## config.mk

```make
export PLATFORM = sky130hd
export DESIGN_NAME = camera_command_and_pattern_unit
export DESIGN_NICKNAME = d
export VERILOG_FILES = /design/src/hdl/ccpu_pkg.sv /design/src/hdl/camera_command_and_pattern_unit.sv /design/src/hdl/ccpu_ctrl.sv /design/src/hdl/ccpu_dpath.sv
export SDC_FILE = /design/constraint.sdc
export NUM_CORES = 2
export LEC_CHECK = 0
export BUFFER_PORTS_ARGS = -buffer_cell sky130_fd_sc_hd__buf_4
export CAP_MARGIN = 15
export CORE_MARGIN = 2
export CORE_UTILIZATION = 60
export DETAILED_ROUTE_END_ITERATION = 10
export GPL_TIMING_DRIVEN = 0
export PLACE_DENSITY = 0.77
export SYNTH_ARGS = -nofsm -noshare
export SYNTH_HDL_FRONTEND = slang
export SYNTH_SLANG_ARGS = --single-unit
```

## constraint.sdc

```tcl
create_clock -name clk -period 13.4 [get_ports clk]
set_clock_uncertainty 0.15 [all_clocks]
set_input_delay 0.67 -clock clk [delete_from_list [all_inputs] [get_ports clk]]
set_output_delay 0.67 -clock clk [all_outputs]
set_load 0.01 [all_outputs]
```

## src/hdl/ccpu_pkg.sv

```systemverilog
// ccpu_pkg: shared types and constants for the camera command and pattern unit
// transaction payloads, function codes, reply kinds, mode tables, control structs
// no dependencies
`default_nettype none

package ccpu_pkg;

  typedef struct packed {
    logic [3:0]  func;
    logic [31:0] mode_select;
    logic [31:0] trigger_state;
    logic [31:0] product_given;
    logic [31:0] serial_given;
    logic [7:0]  sensor_address;
    logic [15:0] sensor_value;
    logic [9:0]  pixel_x;
    logic [8:0]  pixel_y;
  } cmd_item_t;

  typedef struct packed {
    logic [1:0]  reply_kind;
    logic        status_error;
    logic [7:0]  read_address;
    logic [15:0] read_value;
    logic        was_undefined;
    logic        was_unsupported;
    logic [7:0]  pixel_value;
    logic [9:0]  frame_width;
    logic [8:0]  frame_height;
    logic [15:0] frame_count;
  } rsp_item_t;

  // function codes
  localparam logic [3:0] FN_DISCOVER  = 4'd0;
  localparam logic [3:0] FN_CONFIGURE = 4'd1;
  localparam logic [3:0] FN_TRIGGER   = 4'd2;
  localparam logic [3:0] FN_MODE      = 4'd3;
  localparam logic [3:0] FN_START     = 4'd4;
  localparam logic [3:0] FN_STOP      = 4'd5;
  localparam logic [3:0] FN_RESET     = 4'd6;
  localparam logic [3:0] FN_READ      = 4'd7;
  localparam logic [3:0] FN_WRITE     = 4'd8;
  localparam logic [3:0] FN_PIXEL     = 4'd9;
  localparam logic [3:0] FN_FRAME_END = 4'd10;

  // reply kinds
  localparam logic [1:0] RK_STATUS   = 2'd0;
  localparam logic [1:0] RK_ANNOUNCE = 2'd1;
  localparam logic [1:0] RK_SENSOR   = 2'd2;
  localparam logic [1:0] RK_PIXEL    = 2'd3;

  // configuration register indexes
  localparam int unsigned CFG_INDEX_W = 2;
  localparam logic [CFG_INDEX_W-1:0] CFG_SERIAL  = 2'd0;
  localparam logic [CFG_INDEX_W-1:0] CFG_PRODUCT = 2'd1;

  localparam logic [31:0] SERIAL_RESET  = 32'd12345;
  localparam logic [31:0] PRODUCT_RESET = 32'd0;

  localparam logic [7:0]  CTRL_REG      = 8'h7F;
  localparam logic [15:0] PATTERN_MASK  = 16'h3C00;
  localparam logic [15:0] PATTERN_CODE  = 16'h3800;
  localparam logic [31:0] MODE_COUNT    = 32'd10;
  localparam logic [9:0]  WIDTH_RESET   = 10'd640;
  localparam logic [8:0]  HEIGHT_RESET  = 9'd480;
  localparam logic [9:0]  NARROW_WIDTH  = 10'd320;
  localparam logic [10:0] DIAG_LIMIT    = 11'd500;
  localparam logic [7:0]  DIAG_OFFSET   = 8'd14;

  function automatic logic [9:0] mode_width(input logic [3:0] idx);
    logic [9:0] w;
    case (idx)
      4'd0, 4'd1:                   w = 10'd752;
      4'd2, 4'd3, 4'd4, 4'd5:       w = 10'd640;
      default:                      w = 10'd320;
    endcase
    return w;
  endfunction

  function automatic logic [8:0] mode_height(input logic [3:0] idx);
    logic [8:0] h;
    case (idx)
      4'd6, 4'd7, 4'd8, 4'd9:       h = 9'd240;
      default:                      h = 9'd480;
    endcase
    return h;
  endfunction

  typedef enum logic {
    ST_IDLE,
    ST_WORK
  } ctrl_state_t;

  typedef struct packed {
    logic capture;
    logic commit;
  } ctrl_cmd_t;

  typedef struct packed {
    logic has_result;
    logic out_busy;
  } dp_status_t;

endpackage

`default_nettype wire

```

## src/hdl/camera_command_and_pattern_unit.sv

```systemverilog
// camera_command_and_pattern_unit: command checker and test pattern generator
// an item is registered at capture and its result at execute; execute holds while an earlier result waits
// sequence: capture plus bank read, then execute; the next item is taken only after execute
// a new item is taken while the previous result still waits in the output register
// reset: synchronous; clears control state, the streaming flag, the test pattern flag, mode size,
// frame counter, result valid and sensor register write marks; no clearing pass
`default_nettype none

module camera_command_and_pattern_unit #(
  parameter int unsigned SENSOR_REG_COUNT = 256
) (
  input  wire                              clk,
  input  wire                              rst,
  input  wire                              cmd_valid,
  output logic                             cmd_ready,
  input  ccpu_pkg::cmd_item_t              cmd_item,
  output logic                             rsp_valid,
  input  wire                              rsp_ready,
  output ccpu_pkg::rsp_item_t              rsp_item,
  input  wire                              cfg_valid,
  output logic                             cfg_ready,
  input  wire [ccpu_pkg::CFG_INDEX_W-1:0]  cfg_index,
  input  wire [31:0]                       cfg_data
);
  import ccpu_pkg::*;

  ctrl_cmd_t  ctrl;
  dp_status_t status;

  assign cfg_ready = !rst;

  ccpu_ctrl u_ctrl (
    .clk       (clk),
    .rst       (rst),
    .cmd_valid (cmd_valid),
    .cmd_ready (cmd_ready),
    .status    (status),
    .ctrl      (ctrl)
  );

  ccpu_dpath #(
    .SENSOR_REG_COUNT (SENSOR_REG_COUNT)
  ) u_dpath (
    .clk       (clk),
    .rst       (rst),
    .ctrl      (ctrl),
    .status    (status),
    .cmd_item  (cmd_item),
    .rsp_valid (rsp_valid),
    .rsp_ready (rsp_ready),
    .rsp_item  (rsp_item),
    .cfg_valid (cfg_valid),
    .cfg_index (cfg_index),
    .cfg_data  (cfg_data)
  );

endmodule

`default_nettype wire

```

## src/hdl/ccpu_ctrl.sv

```systemverilog
// ccpu_ctrl: controller state machine, sequences capture and commit of one item
// depends on ccpu_pkg
`default_nettype none

module ccpu_ctrl (
  input  wire                   clk,
  input  wire                   rst,
  input  wire                   cmd_valid,
  output logic                  cmd_ready,
  input  ccpu_pkg::dp_status_t  status,
  output ccpu_pkg::ctrl_cmd_t   ctrl
);
  import ccpu_pkg::*;

  ctrl_state_t state, state_next;

  always_ff @(posedge clk) begin
    if (rst) begin
      state <= ST_IDLE;
    end else begin
      state <= state_next;
    end
  end

  always_comb begin
    state_next = state;
    case (state)
      ST_IDLE: begin
        if (cmd_valid) state_next = ST_WORK;
      end
      ST_WORK: begin
        // hold while a result has nowhere to go
        if (!(status.has_result && status.out_busy)) state_next = ST_IDLE;
      end
      default: state_next = ST_IDLE;
    endcase
  end

  always_comb begin
    cmd_ready    = 1'b0;
    ctrl.capture = 1'b0;
    ctrl.commit  = 1'b0;
    case (state)
      ST_IDLE: begin
        // nothing is taken while in reset
        cmd_ready    = !rst;
        ctrl.capture = cmd_valid && !rst;
      end
      ST_WORK: begin
        ctrl.commit = !(status.has_result && status.out_busy);
      end
      default: ;
    endcase
  end

endmodule

`default_nettype wire

```

## src/hdl/ccpu_dpath.sv

```systemverilog
// ccpu_dpath: item register, camera state, sensor register bank, pixel generator,
// configuration registers and result register
// depends on ccpu_pkg
`default_nettype none

module ccpu_dpath #(
  parameter int unsigned SENSOR_REG_COUNT = 256
) (
  input  wire                                clk,
  input  wire                                rst,
  input  ccpu_pkg::ctrl_cmd_t                ctrl,
  output ccpu_pkg::dp_status_t               status,
  input  ccpu_pkg::cmd_item_t                cmd_item,
  output logic                               rsp_valid,
  input  wire                                rsp_ready,
  output ccpu_pkg::rsp_item_t                rsp_item,
  input  wire                                cfg_valid,
  input  wire [ccpu_pkg::CFG_INDEX_W-1:0]    cfg_index,
  input  wire [31:0]                         cfg_data
);
  import ccpu_pkg::*;

  localparam int unsigned IDX_W = $clog2(SENSOR_REG_COUNT);
  localparam logic [8:0] REG_COUNT_V = 9'(SENSOR_REG_COUNT);

  // configuration
  logic [31:0] serial_number, product_code;

  always_ff @(posedge clk) begin
    if (rst) begin
      serial_number <= SERIAL_RESET;
      product_code  <= PRODUCT_RESET;
    end else if (cfg_valid) begin
      if (cfg_index == CFG_SERIAL)  serial_number <= cfg_data;
      if (cfg_index == CFG_PRODUCT) product_code  <= cfg_data;
    end
  end

  // captured item and registered bank read
  cmd_item_t item;
  logic [15:0] sensor_mem [SENSOR_REG_COUNT];
  logic [15:0] rd_data;

  always_ff @(posedge clk) begin
    if (ctrl.capture) begin
      item    <= cmd_item;
      rd_data <= sensor_mem[cmd_item.sensor_address[IDX_W-1:0]];
    end
  end

  // camera state
  logic        streaming, streaming_next;
  logic [9:0]  line_width, line_width_next;
  logic [8:0]  line_count, line_count_next;
  logic [15:0] frame_counter, frame_counter_next;
  logic        test_pattern, test_pattern_next;
  logic [SENSOR_REG_COUNT-1:0] written;
  logic        clear_written;

  logic [IDX_W-1:0] idx;
  logic             in_bank, is_ctrl, mem_we;

  assign idx     = item.sensor_address[IDX_W-1:0];
  assign in_bank = {1'b0, item.sensor_address} < REG_COUNT_V;
  assign is_ctrl = item.sensor_address == CTRL_REG;

  // pixel generator
  logic [10:0] full_sum, half_sum;
  logic [7:0]  full_val, half_val, plain_val, pix;

  always_comb begin
    full_sum  = 11'({1'b0, item.pixel_x} + 11'd1) >> 1;
    full_sum  = full_sum + 11'(item.pixel_y);
    half_sum  = 11'(item.pixel_x) + {1'b0, item.pixel_y, 1'b0};
    full_val  = DIAG_OFFSET + item.pixel_x[9:2];
    half_val  = DIAG_OFFSET + item.pixel_x[8:1];
    plain_val = item.pixel_x[7:0] + item.pixel_y[7:0] + frame_counter[7:0];
    if (!test_pattern) begin
      pix = plain_val;
    end else if (line_width > NARROW_WIDTH) begin
      pix = (full_sum < DIAG_LIMIT) ? full_val : 8'd0;
    end else if (half_sum + 11'd1 < DIAG_LIMIT) begin
      pix = half_val;
    end else if (half_sum < DIAG_LIMIT) begin
      pix = {1'b0, half_val[7:1]};
    end else begin
      pix = 8'd0;
    end
  end

  // command decode
  logic      has_res;
  rsp_item_t res;

  always_comb begin
    has_res            = 1'b0;
    res                = '0;
    streaming_next     = streaming;
    line_width_next    = line_width;
    line_count_next    = line_count;
    frame_counter_next = frame_counter;
    test_pattern_next  = test_pattern;
    clear_written      = 1'b0;
    mem_we             = 1'b0;
    case (item.func)
      FN_DISCOVER: begin
        has_res        = 1'b1;
        res.reply_kind = RK_ANNOUNCE;
      end
      FN_CONFIGURE: begin
        if (item.product_given == product_code && item.serial_given == serial_number) begin
          has_res        = 1'b1;
          res.reply_kind = RK_ANNOUNCE;
          streaming_next = 1'b0;
        end
      end
      FN_TRIGGER: begin
        has_res          = 1'b1;
        res.status_error = !(item.trigger_state == 32'd0 && !streaming);
      end
      FN_MODE: begin
        has_res = 1'b1;
        if (item.mode_select >= MODE_COUNT || streaming) begin
          res.status_error = 1'b1;
        end else begin
          line_width_next = mode_width(item.mode_select[3:0]);
          line_count_next = mode_height(item.mode_select[3:0]);
        end
      end
      FN_START: begin
        has_res          = 1'b1;
        res.status_error = streaming;
        streaming_next   = 1'b1;
      end
      FN_STOP: begin
        has_res          = 1'b1;
        res.status_error = !streaming;
        streaming_next   = 1'b0;
      end
      FN_RESET: begin
        streaming_next     = 1'b0;
        line_width_next    = WIDTH_RESET;
        line_count_next    = HEIGHT_RESET;
        frame_counter_next = 16'd0;
        test_pattern_next  = 1'b0;
        clear_written      = 1'b1;
      end
      FN_READ: begin
        has_res             = 1'b1;
        res.reply_kind      = RK_SENSOR;
        res.read_address    = item.sensor_address;
        res.read_value      = (in_bank && written[idx]) ? rd_data : 16'd0;
        res.was_undefined   = !in_bank || (!written[idx] && !is_ctrl);
        res.was_unsupported = !in_bank || !is_ctrl;
      end
      FN_WRITE: begin
        has_res             = 1'b1;
        res.was_unsupported = !in_bank || !is_ctrl;
        mem_we              = in_bank;
        if (in_bank && is_ctrl) begin
          test_pattern_next = (item.sensor_value & PATTERN_MASK) == PATTERN_CODE;
        end
      end
      FN_PIXEL: begin
        if (streaming) begin
          has_res         = 1'b1;
          res.reply_kind  = RK_PIXEL;
          res.pixel_value = pix;
        end
      end
      FN_FRAME_END: begin
        if (streaming) frame_counter_next = frame_counter + 16'd1;
      end
      default: ;
    endcase
    res.frame_width  = line_width_next;
    res.frame_height = line_count_next;
    res.frame_count  = frame_counter_next;
  end

  always_ff @(posedge clk) begin
    if (rst) begin
      streaming     <= 1'b0;
      line_width    <= WIDTH_RESET;
      line_count    <= HEIGHT_RESET;
      frame_counter <= 16'd0;
      test_pattern  <= 1'b0;
      written       <= '0;
    end else if (ctrl.commit) begin
      streaming     <= streaming_next;
      line_width    <= line_width_next;
      line_count    <= line_count_next;
      frame_counter <= frame_counter_next;
      test_pattern  <= test_pattern_next;
      if (clear_written) begin
        written <= '0;
      end else if (mem_we) begin
        written[idx] <= 1'b1;
      end
    end
  end

  always_ff @(posedge clk) begin
    if (ctrl.commit && mem_we) sensor_mem[idx] <= item.sensor_value;
  end

  // result register
  always_ff @(posedge clk) begin
    if (rst) begin
      rsp_valid <= 1'b0;
    end else if (ctrl.commit && has_res) begin
      rsp_valid <= 1'b1;
    end else if (rsp_ready) begin
      rsp_valid <= 1'b0;
    end
  end

  always_ff @(posedge clk) begin
    if (ctrl.commit && has_res) rsp_item <= res;
  end

  assign status.has_result = has_res;
  assign status.out_busy   = rsp_valid && !rsp_ready;

endmodule

`default_nettype wire
```

==> results.md <==
* Status: finished with violations
* Failing checks: capacitance limit, slew limit
* Total instance count after detailed placement at about 14,000
* Total routing resource utilization after global routing at 0.361
* Cell with the largest stage delay on the worst path: sky130_fd_sc_hd__clkbuf_1
* Synth Register Bits at 4,717
* CTS tree: yes
* Detail-routed via count per cell at around 7.1
* H-tree depth reported by CTS at 5
* Max transition margin at -0.0821
* Netlist area before placement at about 180,000 µm²
* Number of sinks driven by the clock tree at 4,717
* Setup fix buffers added after clock tree synthesis at 0
* VDD IR-drop max at 0.133 mV
* Layout fillers at between 15,000 and 20,000
* Area of the core at ~300,000 µm²
* CP Depth at 14
* Layout cells sized above 1 at 0.254
* Data required, critical path at roughly 14,000 ps
* Cell chain of the critical path: dlygate4sd3_1 -> buf_4 -> clkbuf_1 -> buf_16 -> clkbuf_1 -> clkbuf_2 -> clkbuf_1 -> mux4_2 -> a22oi_1 -> a21oi_1 -> nor2_1 -> o221ai_1 -> a22oi_1 -> o221ai_1
* Hold Path Class: input pin to flop
* Starting Density at 0.602
* Complex-gate fraction of the synthesized area at 0.0444
* Crit path max-delay family: buffers and inverters
* Mean instance size in the synthesized netlist at around 20 µm²
* Synthesized-area fraction occupied by and/or/nand/nor cells at 0.0326
* Vias after detailed routing at roughly 100k
* Tightest Pin Transition at 1620 ps
* Slowest stage delay, CP at approximately 930 ps
* DRT Wirelength at approximately 560 mm
* Final total negative setup slack at 0 ps
* Half-perimeter wire length of the detailed placement result at ~360 mm
* GR Overflow Total at 0
* Sequential share of the synthesized area at 0.766
* Number of global-route vias before repair at a little over 100k
* Cell variety after synth at 76
* Number of detailed-routing iterations run before antenna repair at 8
* Max-cap violations at 1
* Initial antenna violation count at 38
* Number of standard-cell rows in the floorplan at approximately 200
* Most common cell after layout, fill and taps aside: sky130_fd_sc_hd__edfxtp_1
* Growth of design area from synthesis to finish at 17.7%
* Count of warnings emitted by yosys at 0
* Critical Path End Type: flop
* Post-detailed-route DRC marker count at 0
* CTS clk-pin slew, worst paths at roughly 60 ps
* Primary FF master, synth: sky130_fd_sc_hd__edfxtp_1
* Number of nets in the synthesized netlist at a little over 9,000
* Fraction of the mapped netlist area in adder cells at 0.00308
* Maximum number of pins on one net before global-route repair at a little over 70
* Endpoints failing hold at 0
* Number of instances on the worst hold path at 4
* Top-level port count at slightly below 300
* Global-route wire length before repair at roughly 770 mm
* Total power density per cell area at ~140 nW/µm²
* Number of port buffers at approximately 290
* CP Max Fanout at 10
* Clock tree buffer depth at 4
* Number of pins with negative max-slew slack in the final report at 4
* Routability Congestion at between 1 and 1.5
* Most Frequent Cell on Critical Path: sky130_fd_sc_hd__clkbuf_1
* Async set-reset flop share out of synthesis at 0
* Die ar. at roughly 300,000 µm²
* Antenna Nets Post-Route at 0
* Clk Latency, worst-skew pair at between 900 and 1000 ps
* Startpoint types: input pin
* Finished Layout Cells at around 15,000
* Clock period minus worst slack at approximately 7300 ps
* Number of cells traversed by the worst register-to-register path at 9
* Multiplexer area fraction after synthesis at 0.137
* Iteration-0 DRC Markers at 18,300
* Share of the synthesized netlist area taken by xor and xnor gates at 0.00340
* Die X-Extent at 552 µm
* Sum of buffers and inverters on the critical path at 7
* Maximum clock frequency at ~0.14 GHz
* Clock root buffer: sky130_fd_sc_hd__clkbuf_16
* Total setup violations reported at the end of the flow at 0
* CTS Buf Count at roughly 440
* Post-Synthesis Cells at ~9,000
* Routed length per placed instance at between 30 and 40 µm
* Main combinational cell family by area after synthesis: multiplexers
* Leakage at 67.6 nW
* Top library cells by usage in the layout, fill and taps aside: sky130_fd_sc_hd__edfxtp_1, sky130_fd_sc_hd__mux4_2, sky130_fd_sc_hd__nor2_1
* RSZ-0062 raised after global routing: no
* Post-CTS resize count at 0
* Net total in the final layout at about 11,000
* Worst path arrival time at about 7800 ps
* Period utilisation layout at 0.544
* Category of the critical setup timing path: input pin to flop
* Height of the die at around 550 µm
* Post-synth EDFFs at ~4,400
==> report_power, final <==
group / switching, mW / internal [mW] / leakage (nW)
registers: 0.0356 / 16.0 / 42.2
clock network: 5.69 / 7.01 / 7.04
logic: 1.10 / 0.646 / 18.4
total: 6.83 / 23.7 / 67.6
==> worst paths after layout <==
path	startpoint	to	slack [ps]
worst min-delay path	cfg_valid	u_dpath.serial_number[6]	80
worst max-delay path	cmd_item[36]	u_dpath.rd_data[10]	6120
worst max register to register	u_dpath.idx[1]	u_dpath.sensor_mem[175][7]	7180
worst min register to register	u_dpath.line_count[5]	u_dpath.line_count[5]	290
==> sequential cells by signal, indices dropped and copies added (netlist names) <==
name	flops
u_ctrl.state	1
u_dpath.item	166
u_dpath.product_code	32
u_dpath.sensor_mem	4096
u_dpath.frame_counter	16
u_dpath.line_width	10
u_dpath.rsp_valid	1
u_dpath.idx	8
u_dpath.serial_number	32
u_dpath.line_count	9
u_dpath.rsp_item	72
u_dpath.rd_data	16
u_dpath.test_pattern	1
u_dpath.written	256
u_dpath.streaming	1
==> metrics by stage <==
step	hold slack [ps]	instance area [µm²]	worst slack [ps]	utilization	power [mW]
floorplan	256	180000	7410	-	17.2
global placement	270	187000	4110	0.626	17.9
detailed placement	279	195000	6350	0.651	18.0
CTS	20.7	212000	6730	0.707	30.4
global route	87.5	212000	6470	0.708	31.0
finish	80.2	212000	6120	0.708	30.5
==> synth_stat cells, drive strengths merged (5+ instances only) <==
cell type | number | area share
o21a | 7 | 0.00029
nor4 | 30 | 0.0010
and3 | 13 | 0.00045
o211ai | 10 | 0.00042
and2 | 35 | 0.0014
or4 | 6 | 0.00025
o22ai | 34 | 0.0012
o21ai | 22 | 0.00061
nand3 | 38 | 0.0011
a22oi | 288 | 0.012
or3 | 14 | 0.00049
xnor2 | 23 | 0.0011
mux4 | 1073 | 0.13
a21oi | 371 | 0.010
inv | 44 | 0.00092
o21bai | 5 | 0.00021
dfxtp | 359 | 0.040
buf | 196 | 0.0049
a221oi | 131 | 0.0064
fa | 9 | 0.0010
o2111ai | 8 | 0.00039
o31ai | 8 | 0.00033
nor2 | 718 | 0.015
nor2b | 45 | 0.0016
nor3 | 149 | 0.0041
nand4 | 19 | 0.00066
edfxtp | 4358 | 0.73
a22o | 136 | 0.0066
nand3b | 8 | 0.00033
nand2b | 26 | 0.00090
a2111oi | 15 | 0.00074
a211oi | 11 | 0.00049
xor2 | 47 | 0.0023
mux2i | 58 | 0.0032
nand2 | 225 | 0.0047
o221ai | 51 | 0.0025
ha | 30 | 0.0021
a21o | 7 | 0.00029
clkbuf | 368 | 0.0077
==> layer usage <==
layer | GRT usage | vias up | wire length (µm)
met5 | 0.0166 | - | 648
met4 | 0.223 | 22 | 42800
met3 | 0.116 | 1854 | 80900
met2 | 0.536 | 9569 | 250000
met1 | 0.466 | 53300 | 181000
li1 | - | 40000 | -
==> kinds of logic after synthesis <==
logic type,count (synthesis)
multiplexers,1132
flip-flops,4717
buffers and inverters,608
AND/OR/NAND/NOR,1342
AO/OA/AOI/OAI,1139
XOR/XNOR,70
adder cells (fa/ha/maj),39
==> worst min-delay path: stages <==
cell,delay (ps)
sky130_fd_sc_hd__buf_4,120
sky130_fd_sc_hd__nor3b_1,210
sky130_fd_sc_hd__nand2_1,100
sky130_fd_sc_hd__a21oi_1,50
==> cell type report <==
| class | instances | area (µm²) | share of cell area |
|---|---|---|---|
| tap | 3958 | 4950 | 0.0233 |
| multi-input combinational | 3722 | 40400 | 0.190 |
| clock buffer | 542 | 11700 | 0.0550 |
| antenna | 26 | 65.1 | 0.000307 |
| buffer | 564 | 2290 | 0.0108 |
| inverter | 44 | 165 | 0.000778 |
| timing repair buffer | 864 | 11800 | 0.0554 |
| clock inverter | 278 | 2830 | 0.0134 |
| sequential | 4717 | 138000 | 0.651 |
==> repair_timing <==
item	4_1_cts	5_1_grt
setup endpoints to repair	0	0
endpoints found under the hold margin	240	0
hold buffers	211	0
No activity file was read; power rests on OpenSTA's default activity.
